`src/rtl/core/vsd_pkg.sv`:
```
// ----------------------------------------------------------------------------
// vsd_pkg
// shared types, codes and constants of the video stream deframer
// ----------------------------------------------------------------------------
package vsd_pkg;

  localparam int unsigned TIMER_WIDTH_DEF = 24;
  localparam int unsigned CFG_TIMER_W     = 24;

  localparam logic [31:0] MAGIC_WORD = 32'h0004_2069;
  localparam logic [7:0]  TYPE_I     = 8'h01;
  localparam logic [7:0]  TYPE_WAIT  = 8'hFF;

  localparam logic [23:0] DROP_THRESHOLD_RST = 24'd50000;
  localparam logic [23:0] WATCHDOG_RST       = 24'd3000000;
  localparam logic [31:0] MAX_FRAME_RST      = 32'd1000000;

  // operations
  localparam logic [1:0] OP_BYTE       = 2'd0;
  localparam logic [1:0] OP_TICK       = 2'd1;
  localparam logic [1:0] OP_CONNECT    = 2'd2;
  localparam logic [1:0] OP_DISCONNECT = 2'd3;

  // result kinds
  localparam logic [1:0] KIND_START   = 2'd0;
  localparam logic [1:0] KIND_PAYLOAD = 2'd1;
  localparam logic [1:0] KIND_END     = 2'd2;

  // end causes
  localparam logic [1:0] CAUSE_DISCONNECT = 2'd0;
  localparam logic [1:0] CAUSE_OVERSIZE   = 2'd1;
  localparam logic [1:0] CAUSE_WATCHDOG   = 2'd2;

  // register indexes
  localparam logic [1:0] REG_DROP_THRESHOLD = 2'd0;
  localparam logic [1:0] REG_WATCHDOG       = 2'd1;
  localparam logic [1:0] REG_MAX_FRAME      = 2'd2;

  typedef struct packed {
    logic [CFG_TIMER_W-1:0] drop_threshold_ticks;
    logic [CFG_TIMER_W-1:0] watchdog_ticks;
    logic [31:0]            max_frame_bytes;
  } vsd_cfg_t;

  typedef struct packed {
    logic [1:0]  kind;
    logic [31:0] width;
    logic [31:0] height;
    logic [31:0] frames_per_second;
    logic [7:0]  payload;
    logic        last;
    logic        keep;
    logic [7:0]  kind_of_frame;
    logic [1:0]  end_cause;
  } vsd_result_t;

  function automatic logic [7:0] magic_byte(input logic [1:0] idx);
    logic [31:0] sh;
    sh = MAGIC_WORD >> {idx, 3'b000};
    return sh[7:0];
  endfunction

endpackage

```
`src/rtl/core/vsd_in_if.sv`:
```
// ----------------------------------------------------------------------------
// vsd_in_if
// input item channel: operation and stream byte
// ----------------------------------------------------------------------------
interface vsd_in_if;
  logic       valid;
  logic       ready;
  logic [1:0] operation;
  logic [7:0] data_byte;

  modport source (output valid, output operation, output data_byte, input ready);
  modport sink   (input valid, input operation, input data_byte, output ready);
endinterface

```
`src/rtl/core/vsd_out_if.sv`:
```
// ----------------------------------------------------------------------------
// vsd_out_if
// result channel: session start, payload byte and session end
// ----------------------------------------------------------------------------
interface vsd_out_if;
  logic        valid;
  logic        ready;
  logic [1:0]  kind;
  logic [31:0] width;
  logic [31:0] height;
  logic [31:0] frames_per_second;
  logic [7:0]  payload;
  logic        last;
  logic        keep;
  logic [7:0]  kind_of_frame;
  logic [1:0]  end_cause;

  modport source (output valid, output kind, output width, output height,
                  output frames_per_second, output payload, output last,
                  output keep, output kind_of_frame, output end_cause,
                  input ready);
  modport sink   (input valid, input kind, input width, input height,
                  input frames_per_second, input payload, input last,
                  input keep, input kind_of_frame, input end_cause,
                  output ready);
endinterface

```
`src/rtl/core/vsd_cfg_if.sv`:
```
// ----------------------------------------------------------------------------
// vsd_cfg_if
// register write channel
// ----------------------------------------------------------------------------
interface vsd_cfg_if;
  logic        valid;
  logic        ready;
  logic [1:0]  index;
  logic [31:0] data;

  modport source (output valid, output index, output data, input ready);
  modport sink   (input valid, input index, input data, output ready);
endinterface

```
`src/rtl/core/vsd_engine.sv`:
```
// ----------------------------------------------------------------------------
// vsd_engine
// session state machine: magic search, header, length, type and payload
// ----------------------------------------------------------------------------
module vsd_engine
  import vsd_pkg::*;
#(
  parameter int unsigned TIMER_WIDTH = TIMER_WIDTH_DEF
) (
  input  logic        clk,
  input  logic        rst,
  input  logic        step,
  input  logic [1:0]  operation,
  input  logic [7:0]  data_byte,
  input  vsd_cfg_t    cfg,
  output logic        res_valid,
  output vsd_result_t res
);

  localparam int unsigned CW = (TIMER_WIDTH > CFG_TIMER_W) ? TIMER_WIDTH : CFG_TIMER_W;

  localparam logic [2:0] MODE_IDLE    = 3'd0;
  localparam logic [2:0] MODE_MAGIC   = 3'd1;
  localparam logic [2:0] MODE_HEADER  = 3'd2;
  localparam logic [2:0] MODE_LENGTH  = 3'd3;
  localparam logic [2:0] MODE_TYPE    = 3'd4;
  localparam logic [2:0] MODE_PAYLOAD = 3'd5;

  logic [2:0]             mode, mode_next;
  logic [3:0]             byte_count, byte_count_next;
  logic [95:0]            header, header_next;
  logic [31:0]            frame_length, frame_length_next;
  logic [31:0]            payload_count, payload_count_next;
  logic [7:0]             current_type, current_type_next;
  logic                   first_frame, first_frame_next;
  logic [TIMER_WIDTH-1:0] elapsed, elapsed_next;
  logic [TIMER_WIDTH-1:0] wd_count, wd_count_next;
  logic                   wd_armed, wd_armed_next;

  logic [TIMER_WIDTH-1:0] wd_inc;
  logic [31:0]            pc_inc;
  logic                   fin;
  logic                   drop;

  always_comb begin
    mode_next          = mode;
    byte_count_next    = byte_count;
    header_next        = header;
    frame_length_next  = frame_length;
    payload_count_next = payload_count;
    current_type_next  = current_type;
    first_frame_next   = first_frame;
    elapsed_next       = elapsed;
    wd_count_next      = wd_count;
    wd_armed_next      = wd_armed;
    res_valid          = 1'b0;
    res                = '0;
    wd_inc             = (wd_count == '1) ? wd_count : wd_count + 1'b1;
    pc_inc             = payload_count + 32'd1;
    fin                = (pc_inc == frame_length) || (payload_count == '1);
    drop               = !first_frame && (current_type != TYPE_I) &&
                         (CW'(elapsed) >= CW'(cfg.drop_threshold_ticks));

    if (step) begin
      if (operation == OP_CONNECT) begin
        if (mode == MODE_IDLE) begin
          mode_next       = MODE_MAGIC;
          byte_count_next = 4'd0;
        end
      end else if (mode != MODE_IDLE) begin
        case (operation)
          OP_DISCONNECT: begin
            mode_next       = MODE_IDLE;
            byte_count_next = 4'd0;
            wd_armed_next   = 1'b0;
            wd_count_next   = '0;
            res_valid       = 1'b1;
            res.kind        = KIND_END;
            res.end_cause   = CAUSE_DISCONNECT;
          end
          OP_TICK: begin
            if (elapsed != '1) begin
              elapsed_next = elapsed + 1'b1;
            end
            if (wd_armed) begin
              wd_count_next = wd_inc;
              if (CW'(wd_inc) >= CW'(cfg.watchdog_ticks)) begin
                mode_next       = MODE_IDLE;
                byte_count_next = 4'd0;
                wd_armed_next   = 1'b0;
                wd_count_next   = '0;
                res_valid       = 1'b1;
                res.kind        = KIND_END;
                res.end_cause   = CAUSE_WATCHDOG;
              end
            end
          end
          default: begin
            unique case (mode)
              MODE_MAGIC: begin
                if (data_byte == magic_byte(byte_count[1:0])) begin
                  if (byte_count[1:0] == 2'd3) begin
                    byte_count_next = 4'd0;
                    header_next     = '0;
                    mode_next       = MODE_HEADER;
                  end else begin
                    byte_count_next = byte_count + 4'd1;
                  end
                end else begin
                  byte_count_next = 4'd0;
                end
              end
              MODE_HEADER: begin
                for (int k = 0; k < 12; k++) begin
                  if (byte_count == 4'(k)) begin
                    header_next[k*8 +: 8] = data_byte;
                  end
                end
                if (byte_count == 4'd11) begin
                  byte_count_next       = 4'd0;
                  mode_next             = MODE_LENGTH;
                  frame_length_next     = '0;
                  payload_count_next    = '0;
                  current_type_next     = TYPE_WAIT;
                  first_frame_next      = 1'b1;
                  elapsed_next          = '0;
                  res_valid             = 1'b1;
                  res.kind              = KIND_START;
                  res.width             = header_next[31:0];
                  res.height            = header_next[63:32];
                  res.frames_per_second = header_next[95:64];
                end else begin
                  byte_count_next = byte_count + 4'd1;
                end
              end
              MODE_LENGTH: begin
                frame_length_next = (byte_count[1:0] == 2'd0) ? 32'd0 : frame_length;
                for (int k = 0; k < 4; k++) begin
                  if (byte_count[1:0] == 2'(k)) begin
                    frame_length_next[k*8 +: 8] = data_byte;
                  end
                end
                if (byte_count[1:0] == 2'd3) begin
                  byte_count_next = 4'd0;
                  if (frame_length_next > cfg.max_frame_bytes) begin
                    mode_next     = MODE_IDLE;
                    wd_armed_next = 1'b0;
                    wd_count_next = '0;
                    res_valid     = 1'b1;
                    res.kind      = KIND_END;
                    res.end_cause = CAUSE_OVERSIZE;
                  end else if (frame_length_next != 32'd0) begin
                    mode_next = MODE_TYPE;
                  end
                end else begin
                  byte_count_next = {2'b00, byte_count[1:0]} + 4'd1;
                end
              end
              MODE_TYPE: begin
                if (data_byte != TYPE_WAIT) begin
                  current_type_next  = data_byte;
                  payload_count_next = '0;
                  mode_next          = MODE_PAYLOAD;
                end
              end
              MODE_PAYLOAD: begin
                res_valid          = 1'b1;
                res.kind           = KIND_PAYLOAD;
                res.payload        = data_byte;
                res.kind_of_frame  = current_type;
                payload_count_next = pc_inc;
                if (fin) begin
                  res.last          = 1'b1;
                  res.keep          = !drop;
                  first_frame_next  = 1'b0;
                  elapsed_next      = '0;
                  wd_armed_next     = 1'b1;
                  wd_count_next     = '0;
                  frame_length_next = '0;
                  current_type_next = TYPE_WAIT;
                  byte_count_next   = 4'd0;
                  mode_next         = MODE_LENGTH;
                end
              end
              default: begin
                mode_next = mode;
              end
            endcase
          end
        endcase
      end
    end
  end

  always_ff @(posedge clk) begin
    if (rst) begin
      mode          <= MODE_IDLE;
      byte_count    <= 4'd0;
      header        <= '0;
      frame_length  <= '0;
      payload_count <= '0;
      current_type  <= TYPE_WAIT;
      first_frame   <= 1'b1;
      elapsed       <= '0;
      wd_count      <= '0;
      wd_armed      <= 1'b0;
    end else begin
      mode          <= mode_next;
      byte_count    <= byte_count_next;
      header        <= header_next;
      frame_length  <= frame_length_next;
      payload_count <= payload_count_next;
      current_type  <= current_type_next;
      first_frame   <= first_frame_next;
      elapsed       <= elapsed_next;
      wd_count      <= wd_count_next;
      wd_armed      <= wd_armed_next;
    end
  end

  a_idle_disarmed: assert property (@(posedge clk) disable iff (rst)
    mode == MODE_IDLE |-> !wd_armed && wd_count == '0)
    else $error("watchdog armed outside a session");

  a_count_range: assert property (@(posedge clk) disable iff (rst)
    byte_count < 4'd12)
    else $error("byte count out of range");

  a_last_to_length: assert property (@(posedge clk) disable iff (rst)
    res_valid && res.last |=> mode == MODE_LENGTH && !first_frame)
    else $error("frame end did not return to length parsing");

  a_end_to_idle: assert property (@(posedge clk) disable iff (rst)
    res_valid && res.kind == KIND_END |=> mode == MODE_IDLE)
    else $error("session end did not return to idle");

  a_start_clears: assert property (@(posedge clk) disable iff (rst)
    res_valid && res.kind == KIND_START |=> mode == MODE_LENGTH && elapsed == '0)
    else $error("session start state wrong");

endmodule

```
`src/rtl/core/video_stream_deframer_unit.sv`:
```
// ----------------------------------------------------------------------------
// video_stream_deframer_unit
// deframes a connect/byte/tick/disconnect stream into session and payload words
// ----------------------------------------------------------------------------
// One input word is taken every clock while the result side keeps up; each
// word gives at most one result word. A word passes an input register, one
// step of the session state machine and a result register, in that order,
// and a stall at the result side can hold it between them. While a result
// waits to be taken the input register holds at most one further word, and
// the input stalls once it is full. Register writes take effect at once and
// are meant to be made only while no word is in flight; there is no start-up
// clearing pass.
module video_stream_deframer_unit
  import vsd_pkg::*;
#(
  parameter int unsigned TIMER_WIDTH = TIMER_WIDTH_DEF
) (
  input logic       clk,
  input logic       rst,
  vsd_in_if.sink    stream,
  vsd_out_if.source result,
  vsd_cfg_if.sink   cfg
);

  logic        in_valid;
  logic [1:0]  in_op;
  logic [7:0]  in_byte;
  logic        advance;

  vsd_cfg_t    regs;
  logic        res_valid;
  vsd_result_t res;

  logic        out_valid;
  vsd_result_t out_data;

  assign advance      = in_valid && (!out_valid || result.ready);
  assign stream.ready = !in_valid || advance;
  assign cfg.ready    = 1'b1;

  always_ff @(posedge clk) begin
    if (rst) begin
      in_valid <= 1'b0;
    end else if (stream.ready) begin
      in_valid <= stream.valid;
    end
  end

  always_ff @(posedge clk) begin
    if (stream.ready) begin
      in_op   <= stream.operation;
      in_byte <= stream.data_byte;
    end
  end

  always_ff @(posedge clk) begin
    if (rst) begin
      regs.drop_threshold_ticks <= DROP_THRESHOLD_RST;
      regs.watchdog_ticks       <= WATCHDOG_RST;
      regs.max_frame_bytes      <= MAX_FRAME_RST;
    end else if (cfg.valid) begin
      unique case (cfg.index)
        REG_DROP_THRESHOLD: regs.drop_threshold_ticks <= cfg.data[CFG_TIMER_W-1:0];
        REG_WATCHDOG:       regs.watchdog_ticks       <= cfg.data[CFG_TIMER_W-1:0];
        REG_MAX_FRAME:      regs.max_frame_bytes      <= cfg.data;
        default:            regs                      <= regs;
      endcase
    end
  end

  vsd_engine #(
    .TIMER_WIDTH(TIMER_WIDTH)
  ) u_engine (
    .clk       (clk),
    .rst       (rst),
    .step      (advance),
    .operation (in_op),
    .data_byte (in_byte),
    .cfg       (regs),
    .res_valid (res_valid),
    .res       (res)
  );

  always_ff @(posedge clk) begin
    if (rst) begin
      out_valid <= 1'b0;
    end else if (!out_valid || result.ready) begin
      out_valid <= advance && res_valid;
    end
  end

  always_ff @(posedge clk) begin
    if (!out_valid || result.ready) begin
      out_data <= res;
    end
  end

  assign result.valid             = out_valid;
  assign result.kind              = out_data.kind;
  assign result.width             = out_data.width;
  assign result.height            = out_data.height;
  assign result.frames_per_second = out_data.frames_per_second;
  assign result.payload           = out_data.payload;
  assign result.last              = out_data.last;
  assign result.keep              = out_data.keep;
  assign result.kind_of_frame     = out_data.kind_of_frame;
  assign result.end_cause         = out_data.end_cause;

endmodule
```
`src/flat_wrapper.sv`:
```
// flat-port wrapper written by rule: the top's interface ports become plain ports
module video_stream_deframer_unit_flat import vsd_pkg::*;
#(
  parameter int unsigned TIMER_WIDTH = TIMER_WIDTH_DEF
)
  (clk, rst, stream_valid, stream_operation, stream_data_byte, stream_ready, result_valid, result_kind, result_width, result_height, result_frames_per_second, result_payload, result_last, result_keep, result_kind_of_frame, result_end_cause, result_ready, cfg_valid, cfg_index, cfg_data, cfg_ready);
  vsd_in_if stream_i ();
  vsd_out_if result_i ();
  vsd_cfg_if cfg_i ();
  input logic clk;
  input logic rst;
  input wire logic [$bits(stream_i.valid)-1:0] stream_valid;
  input wire logic [$bits(stream_i.operation)-1:0] stream_operation;
  input wire logic [$bits(stream_i.data_byte)-1:0] stream_data_byte;
  output wire logic [$bits(stream_i.ready)-1:0] stream_ready;
  output wire logic [$bits(result_i.valid)-1:0] result_valid;
  output wire logic [$bits(result_i.kind)-1:0] result_kind;
  output wire logic [$bits(result_i.width)-1:0] result_width;
  output wire logic [$bits(result_i.height)-1:0] result_height;
  output wire logic [$bits(result_i.frames_per_second)-1:0] result_frames_per_second;
  output wire logic [$bits(result_i.payload)-1:0] result_payload;
  output wire logic [$bits(result_i.last)-1:0] result_last;
  output wire logic [$bits(result_i.keep)-1:0] result_keep;
  output wire logic [$bits(result_i.kind_of_frame)-1:0] result_kind_of_frame;
  output wire logic [$bits(result_i.end_cause)-1:0] result_end_cause;
  input wire logic [$bits(result_i.ready)-1:0] result_ready;
  input wire logic [$bits(cfg_i.valid)-1:0] cfg_valid;
  input wire logic [$bits(cfg_i.index)-1:0] cfg_index;
  input wire logic [$bits(cfg_i.data)-1:0] cfg_data;
  output wire logic [$bits(cfg_i.ready)-1:0] cfg_ready;
  assign stream_i.valid = stream_valid;
  assign stream_i.operation = stream_operation;
  assign stream_i.data_byte = stream_data_byte;
  assign stream_ready = stream_i.ready;
  assign result_valid = result_i.valid;
  assign result_kind = result_i.kind;
  assign result_width = result_i.width;
  assign result_height = result_i.height;
  assign result_frames_per_second = result_i.frames_per_second;
  assign result_payload = result_i.payload;
  assign result_last = result_i.last;
  assign result_keep = result_i.keep;
  assign result_kind_of_frame = result_i.kind_of_frame;
  assign result_end_cause = result_i.end_cause;
  assign result_i.ready = result_ready;
  assign cfg_i.valid = cfg_valid;
  assign cfg_i.index = cfg_index;
  assign cfg_i.data = cfg_data;
  assign cfg_ready = cfg_i.ready;
  video_stream_deframer_unit #(.TIMER_WIDTH(TIMER_WIDTH)) u_core (.clk(clk), .rst(rst), .stream(stream_i), .result(result_i), .cfg(cfg_i));
endmodule
```
`config.mk`:
```
export PLATFORM = sky130hd
export DESIGN_NAME = video_stream_deframer_unit_flat
export DESIGN_NICKNAME = d
export VERILOG_FILES = /design/src/rtl/core/vsd_pkg.sv /design/src/rtl/core/vsd_in_if.sv /design/src/rtl/core/vsd_out_if.sv /design/src/rtl/core/vsd_cfg_if.sv /design/src/rtl/core/vsd_engine.sv /design/src/rtl/core/video_stream_deframer_unit.sv /design/src/flat_wrapper.sv
export SDC_FILE = /design/constraint.sdc
export NUM_CORES = 1
export LEC_CHECK = 0
export ABC_AREA = 1
export BUFFER_PORTS_ARGS = -buffer_cell sky130_fd_sc_hd__buf_2
export CORE_MARGIN = 4
export CORE_UTILIZATION = 46
export CTS_CLUSTER_DIAMETER = 100
export DETAILED_ROUTE_END_ITERATION = 10
export GPL_ROUTABILITY_DRIVEN = 0
export SKIP_LAST_GASP = 1
export SLEW_MARGIN = 15
export SYNTH_ARGS = -nofsm -noshare
export SYNTH_HDL_FRONTEND = slang
export SYNTH_SLANG_ARGS = --single-unit
```
`constraint.sdc`:
```
create_clock -name clk -period 9.9 [get_ports clk]
set_input_delay 1.98 -clock clk [delete_from_list [all_inputs] [get_ports clk]]
set_output_delay 1.98 -clock clk [all_outputs]
set_load 0.05 [all_outputs]
```
==> results.cfg, run 1 <==
[status]
status = finished clean

[worst_setup_path]
cp-start-kind = flop
crit_family = simple AND/OR/NAND/NOR gates
critPathKind = reg2reg
arrival_ps = 5470
r2r_cells = 16
cp_num_cells = 16
path_max_fanout = 44
max_stage_delay_ps = 740
cp.required_ps = 10350
cpMaxStageDelayCell = nand3_2
end_kind = flop
path_cells = ha_1 -> inv_1 -> o21ai_0 -> inv_1 -> ha_1 -> nand2_1 -> nor3_1 -> nor3b_1 -> and2_1 -> nand2_1 -> nand4_1 -> nand3_1 -> a21oi_1 -> nand3_2 -> o21ai_0 -> nor2_1
crit_buf_inv = 2

[routing]
wl_um = 64400
ant_nets = 0
num_vias = 20600
route.detailed.drc = 0
avgViaCountPerCell = 5.27
wl_per_cell_um = 16.5
dr.first_iter.drc_count = 1802
drt-pass1-iter-count = 6

[placement]
portBuffers = 168
post-dp-hpwl_um = 45200
dpl_cell_area_um2 = 23900

[synthesis]
syn-num-nets = 3255
yosysUniqueCellTypes = 48
synth_top_cell_area_share = 0.271
ys_warn_count = 0
synth-async-reset-ratio = 0
synth_ff_type = dfxtp_1
yosysTopAreaCell = dfxtp_1
ys_seq_elements = 435
synth_area_um2 = 22700
synth_edf_count = 128
synthCells = 3113
seq_area_frac_synth = 0.441
avgSynthCellArea_um2 = 7.28
yosys-top-cells-area = dfxtp_1 (27%), edfxtp_1 (17%), nand2_1 (12%)

[cells_and_area]
final_nets = 3346
final_cell_mix = nand2_1 (742), inv_1 (402), nor2_1 (320)
final_util = 0.524
fin_area_um2 = 25600
diodes = 0
final_common_cell = nand2_1
syn2layout_area_growth_pct = 12.9
drive_above_1_share = 0.0906

[hold_path]
hp-class = reg2reg
hold-path-cell-count = 2

[floorplan]
start_util = 0.464
core-area_um2 = 48800
die_h_um = 230
io_pins = 170
die_w_um = 230
design.die.area_um2 = 52900
rows = 81

[power_and_ir_drop]
ir_worst_vdd_uv = 111
p_per_area_nw_per_um2 = 156
total_power_mw = 3.99
p_leak_nw = 10.5

[clocking]
clockBufferDepth = 3
cts_resized = 0
cts_sinks = 435
clkLatencyLatePin_ps = 600
cts_setup_buffers = 0
cts_tree = built
cts_max_level = 2
hold_buffers = 0
clockRootBuffer = clkbuf_16
cts.clk_slew.worst_paths_ps = 60
cts_buffers = 49

[timing]
finalCriticalPeriod_ps = 5020
timing.fmax_ghz = 0.199
tightest_slew_ps = 1090
grt_setup_unrepaired = no
hold_viol_final = 0
fin_crit_sh = 0.507
slew_headroom = 0.273
fin_setup_tns_ps = 0
clock_skew_ps = 18.1
final_max_slew_viol_count = 0
setup_viol = 0

[grt]
antenna_found_initial = 0
grt_pass1_vias = 19300
grt_util_all_layers = 0.237
globalRouteOverflowTotal = 0
grt_pass1_wl_um = 103000
grt_max_degree = 106

[run]
cap_violations = 0
-- per-stage QoR --
stage | cells | worst slack, ps | hold slack (ps)
after floorplan | 3113 | 3580 | 433
after global placement | 3817 | 4840 | 447
after detailed placement | 3817 | 4620 | 452
after CTS | 3908 | 4880 | 462
after global routing | 3908 | 4490 | 475
final | 3908 | 4880 | 461
-- metal layers --
metal,global-route usage,share of wire
met2,0.412,0.48
met3,0.0307,0.052
met5,0,0
met4,0.0647,0.024
met1,0.311,0.44
-- layout make-up --
| type | instances | area (µm²) |
|---|---|---|
| flip-flops and latches | 435 | 9990 |
| repair buffers | 184 | 967 |
| clock buffers | 62 | 1340 |
| well taps | 664 | 831 |
| inverters | 412 | 1550 |
| fillers | 4781 | 23300 |
| clock inverters | 29 | 339 |
| multi-input cells | 2122 | 10600 |
-- path summary, 6_finish.rpt --
check,to,slack [ps],from
min,u_core.u_engine.header[73]$_SDFFE_PP0P_,460,u_core.u_engine.header[73]$_SDFFE_PP0P_
max,u_core.u_engine.wd_count[0]$_SDFFE_PP0P_,4880,u_core.u_engine.byte_count[1]$_SDFFE_PP0P_
max reg2reg,u_core.u_engine.wd_count[0]$_SDFFE_PP0P_,4880,u_core.u_engine.byte_count[1]$_SDFFE_PP0P_
min reg2reg,u_core.u_engine.header[73]$_SDFFE_PP0P_,460,u_core.u_engine.header[73]$_SDFFE_PP0P_
-- where the power goes --
part           internal [mW]  total (mW)  switching (mW)
combinational         0.0629       0.236           0.173
clock                   1.12        1.89           0.773
sequential              1.85        1.86          0.0155
-- cells in the mapped netlist (3+ instances only) --
library cell,instances
nand2_1,742
inv_1,406
nor2_1,322
dfxtp_1,307
a21oi_1,306
o21ai_0,256
nand3_1,151
edfxtp_1,128
clkbuf_1,121
ha_1,93
nor3_1,41
nand4_1,40
xor2_1,40
o211ai_1,34
nor4_1,16
buf_2,13
nand3b_1,12
o21ai_1,10
nand2_2,6
nor2_4,6
o21a_1,6
buf_1,5
xnor2_1,5
and2_1,4
clkinv_1,4
nor3b_1,4
a211oi_1,3
buf_4,3
nand3_2,3
-- cell families (layout without fill, tap and decap cells) --
logic type,count (synthesis),count (layout),share of synthesized area
compound gates,625,625,0.144
xor+xnor,47,47,0.0194
fa+ha+maj,93,93,0.0513
buf+inv,556,687,0.0940
flops,435,435,0.441
other cells,1,1,0.000165
simple gates,1356,1356,0.250
-- registers in the layout, summed over array words and instances (netlist names), 24 cells and up --
signal	count
u_core.u_engine.elapsed	24
u_core.u_engine.wd_count	24
u_core.u_engine.frame_length	32
u_core.result.width	32
u_core.regs	80
u_core.result.frames_per_second	32
u_core.result.height	32
u_core.u_engine.header	96
u_core.u_engine.payload_count	32
-- worst reg2reg max path, stage by stage, from the launching register on --
cell and delay [ps]:
dfxtp_1 440, ha_1 440, inv_1 390, o21ai_0 360, inv_1 110, ha_1 310
nand2_1 70, nor3_1 300, nor3b_1 290, and2_1 200, nand2_1 60, nand4_1 130
nand3_1 90, a21oi_1 390, nand3_2 750, o21ai_0 480, nor2_1 60
Power figures use the tool's default switching activity.
==> run 2, diff against run 1 <==
--- a/config.mk
+++ b/config.mk
@@ -12,6 +12,7 @@
 export CTS_CLUSTER_DIAMETER = 100
 export DETAILED_ROUTE_END_ITERATION = 10
 export GPL_ROUTABILITY_DRIVEN = 0
+export PLACE_DENSITY = 0.66
 export SKIP_LAST_GASP = 1
 export SLEW_MARGIN = 15
 export SYNTH_ARGS = -nofsm -noshare
==> constraint.sdc (replaced) <==
create_clock -name clk -period 4.6 [get_ports clk]
set_input_delay 0.92 -clock clk [delete_from_list [all_inputs] [get_ports clk]]
set_output_delay 0.92 -clock clk [all_outputs]
set_load 0.05 [all_outputs]
==> run 2 against run 1 <==
Final area is 0.21% higher. Non-clock buffer count grew 10. Critical endpoint unchanged. Hold slack worse by 3.5 ps. Critical path type unchanged. Power rose by 110%. Via count is 1.8% higher.
==> results.cfg, run 2 (same netlist as run 1, synthesis figures left out) <==
[timing]
slew_headroom = 0.279
setup_viol = 0
whs_ps = 457
tightest_slew_ps = 1080
final_max_slew_viol_count = 0
grt_setup_unrepaired = no
clock_skew_ps = 29.5
fin_setup_tns_ps = 0
hold_viol_final = 0
finalCriticalPeriod_ps = 4060
fin_crit_sh = 0.882
timing.fmax_ghz = 0.247

[hold_path]
hp-class = reg2reg

[run]
cap_violations = 0

[routing]
wl_per_cell_um = 16.5
ant_nets = 0
avgViaCountPerCell = 5.36
wl_um = 64500
num_vias = 21000
drt-pass1-iter-count = 6
dr.first_iter.drc_count = 1926
route.detailed.drc = 0

[cells_and_area]
fillers = 4758
largest_register_ff_count = 96
top_regs = u_core.u_engine.header (96), u_core.regs (80)
drive_above_1_share = 0.0914
multiInputGateArea_um2 = 10600
regArea_um2 = 9990
final_common_cell = nand2_1
final_cell_mix = nand2_1 (742), inv_1 (403), nor2_1 (320)
regMostFlops = u_core.u_engine.header
diodes = 0
final_nets = 3354
syn2layout_area_growth_pct = 13.1
final_cells = 3912

[power_and_ir_drop]
total_power_mw = 8.47
p_leak_nw = 10.5
ir_worst_vdd_uv = 262
p_per_area_nw_per_um2 = 330

[worst_setup_path]
arrival_ps = 4490
end_kind = flop
cp.required_ps = 5040
cp-start-kind = flop
path_max_fanout = 44
critPathKind = reg2reg

[clocking]
cts_sinks = 435
clockBufferDepth = 3
cts_buffers = 47
clkLatencyLatePin_ps = 600
clockRootBuffer = clkbuf_16
cts_resized = 0
cts.clk_slew.worst_paths_ps = 60
cts_setup_buffers = 0
cts_max_level = 2
hold_buffers = 0
cts_tree = built

[floorplan]
design.die.area_um2 = 52900
start_util = 0.464
core-area_um2 = 48800
rows = 81
die_h_um = 230
io_pins = 170
die_w_um = 230

[placement]
place_inst = 3827
post-dp-hpwl_um = 45800
portBuffers = 168

[status]
status = finished clean

[grt]
globalRouteOverflowTotal = 0
grt_max_degree = 128
grt_pass1_wl_um = 103000
grt_util_all_layers = 0.236
grt_pass1_vias = 19800
antenna_found_initial = 1
## run 2: worst max-delay path: stages (launching register included)
cell,delay [ps]
dfxtp_1,420
ha_1,390
inv_1,330
o21ai_0,330
inv_1,100
ha_1,330
nand4_1,110
nor3_1,250
nor3b_1,270
and2_1,180
nand2_1,60
nand4_1,110
nand3_1,90
a21oi_1,280
nand3_2,90
buf_4,270
o21ai_0,210
nor2_1,60
## run 2: final timing paths
path	startpoint	slack [ps]	depth (start not counted)	end
worst min register to register	u_core.regs[59]$_SDFFE_PP0P_	460	2	u_core.regs[59]$_SDFFE_PP0P_
worst max register to register	u_core.u_engine.byte_count[0]$_SDFFE_PP0P_	540	17	u_core.u_engine.wd_count[0]$_SDFFE_PP0P_
worst min-delay path	u_core.regs[59]$_SDFFE_PP0P_	460	2	u_core.regs[59]$_SDFFE_PP0P_
worst max-delay path	u_core.u_engine.byte_count[0]$_SDFFE_PP0P_	540	17	u_core.u_engine.wd_count[0]$_SDFFE_PP0P_
## run 2: layout make-up
cell class	count	share of cell area
Multi-Input combinational cell	2122	0.412
Timing Repair Buffer	194	0.0421
Inverter	412	0.0605
Clock inverter	25	0.0120
Tap cell	664	0.0324
Clock buffer	60	0.0510
Sequential cell	435	0.390
## run 2: power by group
group	total (mW)	switching (mW)	internal, mW
Combinational	0.526	0.383	0.143
Clock	3.94	1.62	2.31
Sequential	4.01	0.0310	3.98
Total	8.47	2.04	6.43
## run 2: per-layer routing
layer	vias up	track usage	wire, µm
li1	10300	-	-
met1	9769	0.305	27500
met2	723	0.400	30400
met3	152	0.0368	4240
met4	2	0.0887	2290
met5	-	0	11
## run 2: metrics by stage
step           worst slack, ps   util  instance area [µm²]
5_1_grt                   96.0  0.525                25600
6_report                   545  0.525                25600
3_5_place_dp               660  0.492                24000
3_3_place_gp               837  0.492                24000
2_1_floorplan              309      -                22700
4_1_cts                    623  0.525                25600
